==> config.mk <==
export PLATFORM = sky130hd
export DESIGN_NAME = legendre_symbol_euler
export DESIGN_NICKNAME = d
export VERILOG_FILES = /design/src/sv/lse_pkg.sv /design/src/sv/lse_front.sv /design/src/sv/lse_back.sv /design/src/sv/legendre_symbol_euler.sv
export SDC_FILE = /design/constraint.sdc
export NUM_CORES = 1
export LEC_CHECK = 0
export BUFFER_PORTS_ARGS = -buffer_cell sky130_fd_sc_hd__clkbuf_2
export CAP_MARGIN = 40
export CORE_AREA = 2 2 197 237
export DETAILED_ROUTE_END_ITERATION = 6
export DIE_AREA = 0 0 199 239
export GPL_ROUTABILITY_DRIVEN = 0
export HOLD_SLACK_MARGIN = 0.1
export PLACE_DENSITY = 0.81
export SLEW_MARGIN = 20
export SYNTH_ARGS = -nofsm -noshare
export SYNTH_HDL_FRONTEND = slang
export SYNTH_SLANG_ARGS = --single-unit
==> constraint.sdc <==
create_clock -name clock -period 9.39 [get_ports clock]
set_input_delay 1.878 -clock clock [delete_from_list [all_inputs] [get_ports clock]]
set_output_delay 1.878 -clock clock [all_outputs]
set_load 0.01 [all_outputs]
==> src/sv/lse_pkg.sv <==
// ----------------------------------------------------------------------------
// lse_pkg: shared types and constants for the Legendre symbol block
// Widths of the modulus, value and symbol words and the word carried
// from the front to the back part.
// ----------------------------------------------------------------------------
package lse_pkg;
   localparam int ModWidth = 32;
   localparam int QW       = ModWidth - 1;   // kept modulus bits
   localparam int VW       = 32;
   localparam int SW       = 2;

   localparam logic [SW-1:0] SYM_ZERO = 2'd0;
   localparam logic [SW-1:0] SYM_POS  = 2'd1;
   localparam logic [SW-1:0] SYM_NEG  = 2'd3;

   typedef struct packed {
      logic          neg;   // value was negative
      logic [VW-1:0] mag;   // magnitude of the value
   } job_type;
endpackage

==> src/sv/lse_front.sv <==
// ----------------------------------------------------------------------------
// lse_front: input stage and word queue
// Takes value words, splits sign and magnitude and queues them for the back.
// ----------------------------------------------------------------------------
module lse_front (
   input  logic                      clock,
   input  logic                      reset,
   input  logic                      req_valid,
   output logic                      req_ready,
   input  logic signed [lse_pkg::VW-1:0] req_value,
   output logic                      job_valid,
   input  logic                      job_ready,
   output lse_pkg::job_type          job_data
);
   import lse_pkg::*;
   localparam int Depth = 4;
   localparam int AW    = 2;

   job_type       mem_ff [Depth];
   logic [AW-1:0] wr_ff, wr_in, rd_ff, rd_in;
   logic [AW:0]   cnt_ff, cnt_in;
   logic          push, pop;
   job_type       job_w;

   assign req_ready = (cnt_ff != AW'(0) + (AW+1)'(Depth));
   assign job_valid = (cnt_ff != '0);
   assign push = req_valid && req_ready;
   assign pop  = job_valid && job_ready;
   assign job_data = mem_ff[rd_ff];

   always_comb begin
      job_w.neg = req_value[VW-1];
      job_w.mag = req_value[VW-1] ? (~req_value + VW'(1)) : req_value;
      wr_in  = push ? wr_ff + AW'(1) : wr_ff;
      rd_in  = pop  ? rd_ff + AW'(1) : rd_ff;
      cnt_in = cnt_ff + (AW+1)'(push) - (AW+1)'(pop);
   end

   always_ff @(posedge clock) begin
      if (push) mem_ff[wr_ff] <= job_w;
      if (reset) begin
         wr_ff <= '0; rd_ff <= '0; cnt_ff <= '0;
      end else begin
         wr_ff <= wr_in; rd_ff <= rd_in; cnt_ff <= cnt_in;
      end
   end

   a_cnt_max: assert property (@(posedge clock) disable iff (reset)
      cnt_ff <= (AW+1)'(Depth)) else $error("queue overfill");
   a_push_cnt: assert property (@(posedge clock) disable iff (reset)
      push && !pop |=> cnt_ff == $past(cnt_ff) + (AW+1)'(1)) else $error("lost push");
   a_pop_cnt: assert property (@(posedge clock) disable iff (reset)
      pop && !push |=> cnt_ff == $past(cnt_ff) - (AW+1)'(1)) else $error("lost pop");
endmodule

==> src/sv/lse_back.sv <==
// ----------------------------------------------------------------------------
// lse_back: reduction and modular power engine
// Reduces the magnitude bit-serially, then runs square-and-multiply with a
// shift-add modular multiplier, one bit per cycle.
// ----------------------------------------------------------------------------
module lse_back (
   input  logic                   clock,
   input  logic                   reset,
   input  logic [lse_pkg::QW-1:0] modulus,
   input  logic                   job_valid,
   output logic                   job_ready,
   input  lse_pkg::job_type       job_data,
   output logic                   rsp_valid,
   input  logic                   rsp_ready,
   output logic signed [lse_pkg::SW-1:0] rsp_symbol
);
   import lse_pkg::*;
   localparam logic [2:0] ST_IDLE = 3'd0, ST_RED = 3'd1, ST_FIX = 3'd2,
                          ST_STEP = 3'd3, ST_MUL = 3'd4, ST_DONE = 3'd5;
   localparam int CW = $clog2(VW + 1);

   logic [2:0]    st_ff, st_in;
   logic [QW-1:0] q_ff, q_in, r_ff, r_in, acc_ff, acc_in, b_ff, b_in;
   logic [QW-1:0] e_ff, e_in, x_ff, x_in, y_ff, y_in, p_ff, p_in;
   logic [VW-1:0] mag_ff, mag_in;
   logic          neg_ff, neg_in, sq_ff, sq_in;
   logic [CW-1:0] cnt_ff, cnt_in;
   logic          ov_ff, ov_in;
   logic [SW-1:0] sym_ff, sym_in;
   logic [SW-1:0] out_ff, out_in;
   logic [QW:0]   t2, tp;
   logic [QW:0]   ds;
   logic [QW-1:0] dbl, sum;

   assign job_ready  = (st_ff == ST_IDLE);
   assign rsp_valid  = ov_ff;
   assign rsp_symbol = out_ff;

   always_comb begin
      st_in = st_ff; q_in = q_ff; r_in = r_ff; acc_in = acc_ff; b_in = b_ff;
      e_in = e_ff; x_in = x_ff; y_in = y_ff; p_in = p_ff; mag_in = mag_ff;
      neg_in = neg_ff; sq_in = sq_ff; cnt_in = cnt_ff; ov_in = ov_ff;
      sym_in = sym_ff; out_in = out_ff;
      // reduction step: r = 2r + bit mod q
      t2  = {r_ff, mag_ff[VW-1]};
      ds  = t2 - {1'b0, q_ff};
      // modmul step: p = 2p (+x) mod q, x MSB first over y
      dbl = ({p_ff, 1'b0} >= {1'b0, q_ff}) ? QW'({p_ff, 1'b0} - {1'b0, q_ff})
                                           : p_ff << 1;
      tp  = {1'b0, dbl} + (y_ff[QW-1] ? {1'b0, x_ff} : '0);
      sum = (tp >= {1'b0, q_ff}) ? QW'(tp - {1'b0, q_ff}) : tp[QW-1:0];
      if (rsp_valid && rsp_ready) ov_in = 1'b0;
      case (st_ff)
         ST_IDLE: if (job_valid) begin
            q_in = modulus; mag_in = job_data.mag; neg_in = job_data.neg;
            r_in = '0; cnt_in = CW'(VW);
            st_in = (modulus == '0) ? ST_DONE : ST_RED;
            sym_in = SYM_ZERO;
         end
         ST_RED: begin
            r_in   = (t2 >= {1'b0, q_ff}) ? ds[QW-1:0] : t2[QW-1:0];
            mag_in = mag_ff << 1;
            cnt_in = cnt_ff - CW'(1);
            if (cnt_ff == CW'(1)) st_in = ST_FIX;
         end
         ST_FIX: begin
            if (r_ff == '0) begin
               sym_in = SYM_ZERO; st_in = ST_DONE;
            end else begin
               b_in = neg_ff ? q_ff - r_ff : r_ff;
               acc_in = (q_ff == QW'(1)) ? '0 : QW'(1);
               e_in = (q_ff - QW'(1)) >> 1;
               st_in = ST_STEP;
            end
         end
         ST_STEP: begin
            if (e_ff == '0) begin
               sym_in = (acc_ff == QW'(1)) ? SYM_POS : SYM_NEG;
               st_in = ST_DONE;
            end else begin
               sq_in = !e_ff[0];   // multiply first if bit set
               x_in = e_ff[0] ? acc_ff : b_ff;
               y_in = b_ff; p_in = '0; cnt_in = CW'(QW);
               st_in = ST_MUL;
            end
         end
         ST_MUL: begin
            p_in = sum; y_in = y_ff << 1; cnt_in = cnt_ff - CW'(1);
            if (cnt_ff == CW'(1)) begin
               if (!sq_ff) begin
                  acc_in = sum; sq_in = 1'b1; x_in = b_ff; y_in = b_ff;
                  p_in = '0; cnt_in = CW'(QW);
               end else begin
                  b_in = sum; e_in = e_ff >> 1; st_in = ST_STEP;
               end
            end
         end
         ST_DONE: begin
            // hold until the output register is free
            if (!ov_ff || rsp_ready) begin
               ov_in = 1'b1; out_in = sym_ff; st_in = ST_IDLE;
            end
         end
         default: st_in = ST_IDLE;
      endcase
   end

   always_ff @(posedge clock) begin
      q_ff <= q_in; r_ff <= r_in; acc_ff <= acc_in; b_ff <= b_in; e_ff <= e_in;
      x_ff <= x_in; y_ff <= y_in; p_ff <= p_in; mag_ff <= mag_in;
      neg_ff <= neg_in; sq_ff <= sq_in; cnt_ff <= cnt_in; sym_ff <= sym_in;
      out_ff <= out_in;
      if (reset) begin
         st_ff <= ST_IDLE; ov_ff <= 1'b0;
      end else begin
         st_ff <= st_in; ov_ff <= ov_in;
      end
   end

   a_hold: assert property (@(posedge clock) disable iff (reset)
      rsp_valid && !rsp_ready |=> rsp_valid && $stable(rsp_symbol))
      else $error("result dropped");
   a_sym: assert property (@(posedge clock) disable iff (reset)
      rsp_valid |-> rsp_symbol != 2'd2) else $error("bad symbol code");
   a_take: assert property (@(posedge clock) disable iff (reset)
      job_valid && job_ready |=> st_ff != ST_IDLE) else $error("job lost");
endmodule

==> src/sv/legendre_symbol_euler.sv <==
// ----------------------------------------------------------------------------
// legendre_symbol_euler: Legendre symbol by Euler's criterion
// Front queue plus a serial reduce and modular power engine.
// ----------------------------------------------------------------------------
// The engine reduces each word bit-serially, then for each bit of (q-1)/2
// (up to 30 bits) passes the step state once and runs one or two shift-add
// modular multiplies. A zero residue skips the modular power, and a zero
// modulus skips the reduction as well. The single serial multiplier sets
// the rate. A four-word queue takes new words while the engine works, and
// an output register lets the engine start the next word while a result
// waits.
module legendre_symbol_euler (
   input  logic                          clock,
   input  logic                          reset,
   input  logic                          csr_we,
   input  logic [lse_pkg::QW-1:0]        csr_wdata,
   input  logic                          req_valid,
   output logic                          req_ready,
   input  logic signed [lse_pkg::VW-1:0] req_value,
   output logic                          rsp_valid,
   input  logic                          rsp_ready,
   output logic signed [lse_pkg::SW-1:0] rsp_symbol
);
   import lse_pkg::*;
   logic [QW-1:0] mod_ff;
   logic          job_valid, job_ready;
   job_type       job_data;

   always_ff @(posedge clock) begin
      if (reset) mod_ff <= QW'(3);
      else if (csr_we) mod_ff <= csr_wdata;
   end

   lse_front u_front (.clock, .reset, .req_valid, .req_ready, .req_value,
      .job_valid, .job_ready, .job_data);
   lse_back u_back (.clock, .reset, .modulus(mod_ff), .job_valid, .job_ready,
      .job_data, .rsp_valid, .rsp_ready, .rsp_symbol);
endmodule

# After elaboration in Yosys (flattened, before gate mapping)
# Memory sizes are Yosys's and may differ from the RTL's. A register that Yosys moved wholly into a read port is not among the register bits.
# Index checks and enable logic that the tools add are counted.
[word_totals] in_bits=68 mem_bits_rw=132 n_memories=1 ff_bits=334
[op_classes] mux=65 n_reduce_logical=27 magnitude_cmp=3 bitwise=1 eq_ne=19 add_sub_neg=12
[memory_table] memory="u_front.mem_ff" words=4 width=33 rd=1 rd_ports_with_merged_regs=1 wr=1 line="lse_front.sv:19" text="job_type mem_ff [Depth];"
[op_table] operator="two-way mux 31 bit" n=25
[op_table] operator="case mux 31 bit (2 select lines)" n=7
[op_table] operator="subtractor 31 bit" n=4
[op_table] operator=">= comparator 32 x 31 -> 1 bit" n=3
[op_table] operator="logical NOT 31 bit" n=3
[op_table] operator="two-way mux 32 bit" n=2
[op_table] operator="case mux 32 bit (2 select lines)" n=1
[op_table] operator="equality test 31 x 1 -> 1 bit, second input constant" n=2
[op_table] operator="adder 31 x 31 -> 32 bit" n=1
[op_table] operator="adder 32 x 2 -> 32 bit, second input constant" n=1
[op_table] operator="NOT 32 bit" n=1
[op_table] operator="subtractor 31 x 1 -> 31 bit, second input constant" n=1
[op_table] operator="two-way mux 6 bit" n=4
[op_table] operator="case mux 6 bit (4 select lines)" n=1
[op_table] operator="two-way mux 3 bit" n=7
[op_table] operator="case mux 3 bit (6 select lines)" n=1
[op_table] operator="AND reduction 4 bit" n=4
[op_table] operator="!= test 2 x 1 -> 1 bit, second input constant" n=7
[op_table] operator="two-way mux 2 bit" n=6
[op_table] operator="two-way mux 1 bit" n=9
[op_table] operator="AND reduction 2 bit" n=4
[op_table] operator="equality test 3 x 2 -> 1 bit, second input constant" n=2
[op_table] operator="equality test 3 bit, second input constant" n=2
[op_table] operator="equality test 6 x 1 -> 1 bit, second input constant" n=1
[op_table] operator="other kinds (18)" n=28

# Depth between registers and ports, before layout
# Gate-level depths: netlist (run 1).
[depth] depth_word=8 mapped_depth=35

# Modules after synthesis
# A second synthesis (run 1) with hierarchy kept.
[unflattened] hier_cells=2712 hier_area_um2=28592.4
[by_module_without_submodules] mod="lse_back" cells_per_inst=2293 seq_area_each_um2=8818.5 n_inst=1 area_each_um2=21549.4
[by_module_without_submodules] mod="lse_front" cells_per_inst=319 seq_area_each_um2=4144.0 n_inst=1 area_each_um2=5909.4
[by_module_without_submodules] mod="legendre_symbol_euler" cells_per_inst=100 seq_area_each_um2=620.6 n_inst=1 area_each_um2=1133.6

# Worst setup path before layout (run 1)
# Ideal clock, no wire load.
[synth_timing] path_type="flip-flop to flip-flop" from="register u_back.q_ff[1]" to="register u_back.b_ff[29] (data pin)" t_arrival_ns=7.765 path_buffers=1 period_less_slack_ns=8.035 setup_ns=0.270 slack_ns=1.355 path_stages_with_launch=34 cell_sequence="edfxtp_1 inv_1 fa_1 a21oi_2 o22ai_1 a311o_2 a311oi_4 a211oi_2 o41a_1 o21a_1 o21ai_2 nand3_2 buf_6 mux2_2 ha_1 nor2b_1 o21ai_0 a21oi_1 o21a_1 o21a_1 o21a_1 or3_1 and2_1 ha_1 nand2_1 nor4_1 o21ai_0 o21ai_0 a2111oi_0 o41ai_1 a311oi_1 o2111a_1 a211oi_2 o21ai_0"
[synth_between] elab_chain_len=8 word_cells_on_any_way=13 cone_classes="add/sub: 4; order compare: 2; mux: 7"
[synth_lines] element="from (decl)" line="lse_back.sv:23" text="logic [QW-1:0] q_ff, q_in, r_ff, r_in, acc_ff, acc_in, b_ff, b_in;"
[synth_lines] element="from (signal assigned)" line="lse_back.sv:109" text="q_ff <= q_in; r_ff <= r_in; acc_ff <= acc_in; b_ff <= b_in; e_ff <= e_in;"
[synth_lines] element="subtractor 31 bit / >= comparator 32 x 31 -> 1 bit (equally long branches)" line="lse_back.sv:48" text="dbl = ({p_ff, 1'b0} >= {1'b0, q_ff}) ? QW'({p_ff, 1'b0} - {1'b0, q_ff})"
[synth_lines] element="two-way mux 31 bit" line="lse_back.sv:48"
[synth_lines] element="adder 31 x 31 -> 32 bit" line="lse_back.sv:50" text="tp = {1'b0, dbl} + (y_ff[QW-1] ? {1'b0, x_ff} : '0);"
[synth_lines] element="subtractor 31 bit / >= comparator 32 x 31 -> 1 bit (equally long branches)" line="lse_back.sv:51" text="sum = (tp >= {1'b0, q_ff}) ? QW'(tp - {1'b0, q_ff}) : tp[QW-1:0];"
[synth_lines] element="two-way mux 31 bit" line="lse_back.sv:51"
[synth_lines] element="two-way mux 31 bit" line="lse_back.sv:90" text="if (!sq_ff) begin"
[synth_lines] element="two-way mux 31 bit" line="lse_back.sv:89" text="if (cnt_ff == CW'(1)) begin"
[synth_lines] element="case mux 31 bit (2 select lines) (*)" line="lse_back.sv:53" text="case (st_ff)"
[synth_lines] element="net u_back.b_in[29]" line="lse_back.sv:23"
[synth_lines] element="to (signal assigned)" line="lse_back.sv:109"
[synth_lines] element="to (decl)" line="lse_back.sv:23"
# Mark *: on every way through the listed nets, which the timed path passes. The rest lies on a longest branch. The select of a mux whose other input is x is not followed.
# A chain may end at the register's enable or synchronous reset.

# Final worst setup path (run 1)
[layout_timing] from="register u_back.q_ff[2]" to="register u_back.b_ff[15] (data pin)"
# The elaborated chain is that of the path after synthesis.

==> results of run 1 <==
[timing repair]
item,4_1_cts,5_1_grt
setup buffers,0,0
endpoints found under the setup margin,0,58
resized for setup,0,11
[path summary, 6_finish.rpt]
| path | startpoint | endpoint | slack (ns) | cells after the start |
|---|---|---|---|---|
| worst max-delay path | u_back.q_ff[2]$_DFFE_PP_ | u_back.b_ff[15]$_DFFE_PP_ | 0.36 | 32 |
| worst min-delay path | u_back.sym_ff[0]$_SDFFCE_PP0P_ | u_back.rsp_symbol[0]$_DFFE_PP_ | 0.42 | 0 |
| worst max register to register | u_back.q_ff[2]$_DFFE_PP_ | u_back.b_ff[15]$_DFFE_PP_ | 0.36 | 32 |
| worst min register to register | u_back.sym_ff[0]$_SDFFCE_PP0P_ | u_back.rsp_symbol[0]$_DFFE_PP_ | 0.42 | 0 |
[logic make-up (layout without fill, tap and decap cells)]
kind of cell | Yosys count | after routing
XOR/XNOR | 175 | 175
adder cells (fa/ha/maj) | 171 | 171
AND/OR/NAND/NOR | 837 | 837
multiplexers | 196 | 196
AO/OA/AOI/OAI | 634 | 634
buffers and inverters | 224 | 320
flip-flops | 467 | 467
[area by class of cell]
class,count,area [µm²]
flip-flops and latches,467,13580
clock buffers,63,1255
fillers,3182,14150
multi-input cells,2013,14320
repair buffers,116,803.3
well taps,616,770.7
inverters,122,457.9
clock inverters,19,180.2
[registers in the layout, indices dropped and copies added (netlist names), 2 cells and up, named ones only]
| signal | flops |
|---|---|
| u_front.mem_ff | 132 |
| u_back.mag_ff | 32 |
| mod_ff | 31 |
| u_back.acc_ff | 31 |
| u_back.b_ff | 31 |
| u_back.p_ff | 31 |
| u_back.q_ff | 31 |
| u_back.r_ff | 31 |
| u_back.x_ff | 31 |
| u_back.y_ff | 31 |
| u_back.e_ff | 30 |
| u_back.cnt_ff | 6 |
| u_back.st_ff | 3 |
| u_front.cnt_ff | 3 |
| u_back.rsp_symbol | 2 |
| u_back.sym_ff | 2 |
| u_front.rd_ff | 2 |
| u_front.wr_ff | 2 |
[through the flow]
step                hold WS (ns)  area [µm²]  setup TNS, ns
floorplan                 0.4003       28690              0
global placement          0.4043       29730              0
detailed placement        0.4070       29890              0
CTS                       0.4221       31330              0
global route              0.4302       31370        -0.1438
finish                    0.4239       31370              0
[cells in the mapped netlist, drive strengths merged, types with 33 or more instances]
cell	n	area, µm²
edfxtp	423	12700
nand2	248	930.9
nor2	234	878.3
ha	165	2064
a21oi	163	819.5
o21ai	162	814.5
xnor2	136	1191
inv	122	457.9
mux2	93	1059
a21o	79	593.1
clkbuf	76	285.3
mux2i	70	700.7
nor3	55	275.3
and2	51	319.1
nand3	51	260.3
nor4	48	300.3
dfxtp	44	880.8
xor2	39	341.6
mux4	33	743.2
[layer usage]
| layer | global-route usage [%] | routed length [µm] | vias up |
|---|---|---|---|
| li1 | - | - | 10200 |
| met1 | 41.82 | 29140 | 10730 |
| met2 | 56.00 | 38040 | 1276 |
| met3 | 5.827 | 7389 | 293 |
| met4 | 18.70 | 4752 | 0 |
| met5 | 0 | 0 | - |
==> impl_results.md, run 1 <==
- Status: finished clean
- Synth Cell Area: 0.02869 mm²
- Clk Latency, worst-skew pair: 0.61 ns
- Cell count after placement: 3333
- Final worst setup slack: 0.3640 ns
- Area share of xor/xnor cells in the synthesized design: 5.342%
- Router iterations before antenna repair: 6
- Place WS: between 0.3 and 0.4 ns
- Area growth from synthesis to layout: 9.323%
- Max-cap violations: 0
- Synth Area in Compound Gates: 14.18%
- CP startpoint kind: flop
- Main combinational cell family by area after synthesis: compound AO/OA/AOI/OAI gates
- FF+latch count, synth: between 400 and 500
- YS warnings: 0
- Largest net degree at the start of global routing: about 70
- Vias: 22500
- Ant. Diodes: 0
- Relative slew margins: 36.53%
- Util after Layout: 68.92%
- Total Wirelength: 79330 µm
- Via count of the first global-routing pass: 22420
- Most used DFF post-synth: edfxtp_1
- Syn_nets: 2943
- Post-Syn Instances: roughly 2700
- Most frequent cells in the layout: edfxtp_1, nand2_1, nor2_1, ha_1, a21oi_1
- CP required: approximately 9.7 ns
- CTS tree: done
- # rows: 86
- Max Slew Vio Count: 0
- Ports: 72
- First-pass GRT wire length: between 100000 and 150000 µm
- Number of H-tree levels: 2
- Crit path kind: reg -> reg
- Synth Area in Simple Gates: 13.77%
- Post-DP HPWL: 57540 µm
- CTS root buffer: clkbuf_16
- Layout Cells excl Fill: 3416
- Detail Route Antenna Nets: 0
- Most common cell after layout, fill and taps aside: edfxtp_1
- Hold crit path type: reg -> reg
- Initial DRC count: 2163
- Initial core utilization: 63.04%
- Max Freq: 110.8 MHz
- DIE HEIGHT: 239 µm
- Hold_buf cts: 0
- CP peak stage delay: 0.69 ns
- Delay-heaviest family, CP: compound AO/OA/AOI/OAI gates
- Clk sink count: 467
- Routed length per instance: 23.22 µm
- WP buf/inv: 4
- Final setup vio count: 0
- Slowest CP cell: a211oi_1
- GRT Overall Usage: 33.71%
- Die extent in x: 199 µm
- Fraction of layout cells with a size suffix above 1: about an eighth
- Hold Violations, Final: 0
- Number of port buffers: about 70
- Via density: between 6 and 7
- Synth Area in Adders: 7.614%
- Gr ovfl total: 0
- Clk slew on worst S/H paths: 0.06 ns
- DIE AREA: 0.04756 mm²
- Mux cell area share after synthesis: 8.721%
- Clock skew: 0.03613 ns
- Fin crit period: approximately 9.0 ns
- Post-synthesis area per instance: ~11 µm²
- CP Capture Type: flop
- Max clock buf depth: 3
- Worst slew pin tran: approximately 0.95 ns
- Antenna violations before repair: 0
- Yosys cell types: 83
- Nets: 3004
- Core area: 0.04552 mm²
- Sequential share of the synthesized area: 47.34%
- Post-synth ARST share: 0%
- Worst-path maximum fanout: 22
- Final period util: 96.12%
- EDFF count, synth: 423
- DRC errors left: 0
- Crit path DAT: 9.35 ns
- Inserted Clock Buffers: 45
Power of run 1 is left out: the tool's default activity adds up to more than one toggle a clock period on the data nets, which glitch-free logic cannot reach.
==> run 2, diff against run 1 <==
Settings changed: PLACE_DENSITY 0.81 to 0.9.
==> run 2 against run 1 <==
Compared with the run above: count of clock-buffer cells in the layout shrank 4; first-iteration DRC count increased by 31%; sequential cell count did not move; final cell count up 0.29%; critical path depth down 2; register-to-register slack lost 0.12 ns; utilization increased by 0.36 points; wire length is 6.1% higher; fmax is 1.3% lower; die area did not move; hold slack better by 0.012 ns; critical path type unchanged; largest cell class unchanged.
==> impl_results.md, run 2 (synthesis results as in run 1) <==
- Hold_buf cts: 0 (unchanged)
- Top flop regs: u_front.mem_ff: 132 flops, u_back.mag_ff: 32 flops
- Via count of the first global-routing pass: 23430 (+4.5%)
- Slowest CP cell: or4b_2
- Max Freq: 109.3 MHz (-1.3%)
- Delay-heaviest family, CP: compound AO/OA/AOI/OAI gates
- FF-to-FF End: u_back.b_ff[15]$_DFFE_PP_
- Final worst setup slack: 0.2412 ns (-0.1228 ns)
- Router iterations before antenna repair: 7 (+1)
- Vias: 23540 (+4.6%)
- CP required: 9.70 ns (about the same)
- Layout filler cell count: 3032 (-4.7%)
- Hold Violations, Final: 0 (unchanged)
- Antenna violations before repair: 2 (+2)
- First-pass GRT wire length: 128100 µm (+4.4%)
- Routed length per instance: 24.56 µm (+5.8%)
- Relative slew margins: 35.53% (-1.0 points)
- Clk Latency, worst-skew pair: 0.62 ns (about the same)
- DIE AREA: 0.04756 mm² (unchanged)
- Crit path kind: reg -> reg
- Number of port buffers: 71 (unchanged)
- CP startpoint kind: flop
- Detail Route Antenna Nets: 0 (unchanged)
- R2R Setup Slk: 0.24 ns (-0.12 ns)
- Fin crit period: 9.149 ns (+0.1228 ns)
- Largest net degree at the start of global routing: 78 (+8.3%)
- Number of H-tree levels: 2 (unchanged)
- Util after Layout: 69.28% (+0.36 points)
- Hold crit path type: reg -> reg
- Max clock buf depth: 3 (unchanged)
- Worst Hold End: u_back.rsp_symbol[1]$_DFFE_PP_
- CTS root buffer: clkbuf_16
- Crit path DAT: 9.46 ns (+0.11 ns)
- WP buf/inv: 3 (-1)
- FF-to-FF path depth: 30 (-6.3%)
- Initial core utilization: 63.04% (unchanged)
- Hold path startpoint: u_back.sym_ff[1]$_SDFFCE_PP0P_
- Hold Path Depth: 0 (unchanged)
- Worst slew pin tran: 0.9582 ns (+0.006141 ns)
- Gr ovfl total: 0 (unchanged)
- Clock skew: 0.01922 ns (-0.01690 ns)
- Final period util: 97.43% (+1.3 points)
- Final setup vio count: 0 (unchanged)
- Core area: 0.04552 mm² (unchanged)
- Most common cell after layout, fill and taps aside: edfxtp_1
- Nets: 3010 (+0.20%)
- RR Startpoint: u_back.q_ff[2]$_DFFE_PP_
- Most used cell, CP: ha_1
- Total Wirelength: 84160 µm (+6.1%)
- Die extent in x: 199 µm (unchanged)
- Layout Cells excl Fill: 3426 (+0.29%)
- CP peak stage delay: 0.69 ns (about the same)
- DIE HEIGHT: 239 µm (unchanged)
- CTS tree: done
- Placed Area: 0.02982 mm² (-0.23%)
- Inserted Clock Buffers: 47 (+4.4%)
- Max reg flops: 132 (unchanged)
- Clk slew on worst S/H paths: 0.07 ns (about the same)
- Initial DRC count: 2832 (+31%)
- GRT Overall Usage: 35.50% (+1.8 points)
- Final Instance Area: 0.03153 mm² (+0.52%)
- Area growth from synthesis to layout: 9.895%
- Max Slew Vio Count: 0 (unchanged)
- Via density: 6.872 (+4.3%)
- Clk sink count: 467 (unchanged)
- Fraction of layout cells with a size suffix above 1: 13.07% (+0.53 points)
- Max-cap violations: 0 (unchanged)
- Worst-path maximum fanout: 19 (-14%)
- Cell count after placement: 3332 (-0.030%)
- Largest Register: u_front.mem_ff
- Status: finished clean
- Place WS: 0.4007 ns (+0.07235 ns)
- CP Capture Type: flop
- # rows: 86 (unchanged)
- Most frequent cells in the layout: edfxtp_1, nand2_1, nor2_1, ha_1, a21oi_1
- DRC errors left: 0 (unchanged)
- Ports: 72 (unchanged)
- Post-DP HPWL: 59250 µm (+3.0%)
run 2: cell count changes in the layout (fill, tap and decap cells not counted), moves of 3 or more:
cell	previous run	this run
clkinv_1	6	2
clkbuf_1	13	8
bufinv_16	1	5
buf_16	4	1
clkinv_2	3	8
run 2: worst max path at each step:
stage | from | slack, ns | depth (start not counted) | end
floorplan | u_back.q_ff[1]$_DFFE_PP_ | 1.35 | 33 | u_back.b_ff[29]$_DFFE_PP_
global placement | u_back.p_ff[0]$_SDFFCE_PN0P_ | 0.71 | 31 | u_back.b_ff[19]$_DFFE_PP_
detailed placement | u_back.q_ff[2]$_DFFE_PP_ | 0.40 | 31 | u_back.b_ff[23]$_DFFE_PP_
CTS | u_back.q_ff[2]$_DFFE_PP_ | 0.33 | 31 | u_back.b_ff[19]$_DFFE_PP_
global route | u_back.q_ff[2]$_DFFE_PP_ | -0.05 | 33 | u_back.b_ff[20]$_DFFE_PP_
finish | u_back.q_ff[2]$_DFFE_PP_ | 0.24 | 30 | u_back.b_ff[15]$_DFFE_PP_
run 2: timing repair:
action / CTS / global route
resized for setup: 0 / 6
buffers inserted: 0 / 0
setup endpoints to repair: 0 / 31
run 2: area by class of cell:
type	count	area [µm²]	area share (%)
well taps	616	770.7	2.444
clock buffers	59	1272	4.036
diodes	1	2.502	0.007936
inverters	122	457.9	1.452
clock inverters	28	335.3	1.063
repair buffers	120	800.8	2.540
flip-flops and latches	467	13580	43.08
multi-input cells	2013	14310	45.38
run 2: routing by layer:
metal	vias to the layer above	share of wire (%)	GRT usage, %
met3	482	11	7.844
met2	1797	48	59.96
met5	-	0	0
met4	0	8.1	24.83
met1	11050	33	39.86
li1	10210	-	-
run 2: through the flow:
| stage | hold slack, ns | TNS, ns |
|---|---|---|
| final | 0.4364 | 0 |
| after global routing | 0.4662 | -0.05966 |
| after CTS | 0.4339 | 0 |
| after detailed placement | 0.4084 | 0 |
| after global placement | 0.4128 | 0 |
| after floorplan | 0.4003 | 0 |
Power of run 2 is left out for the same reason.
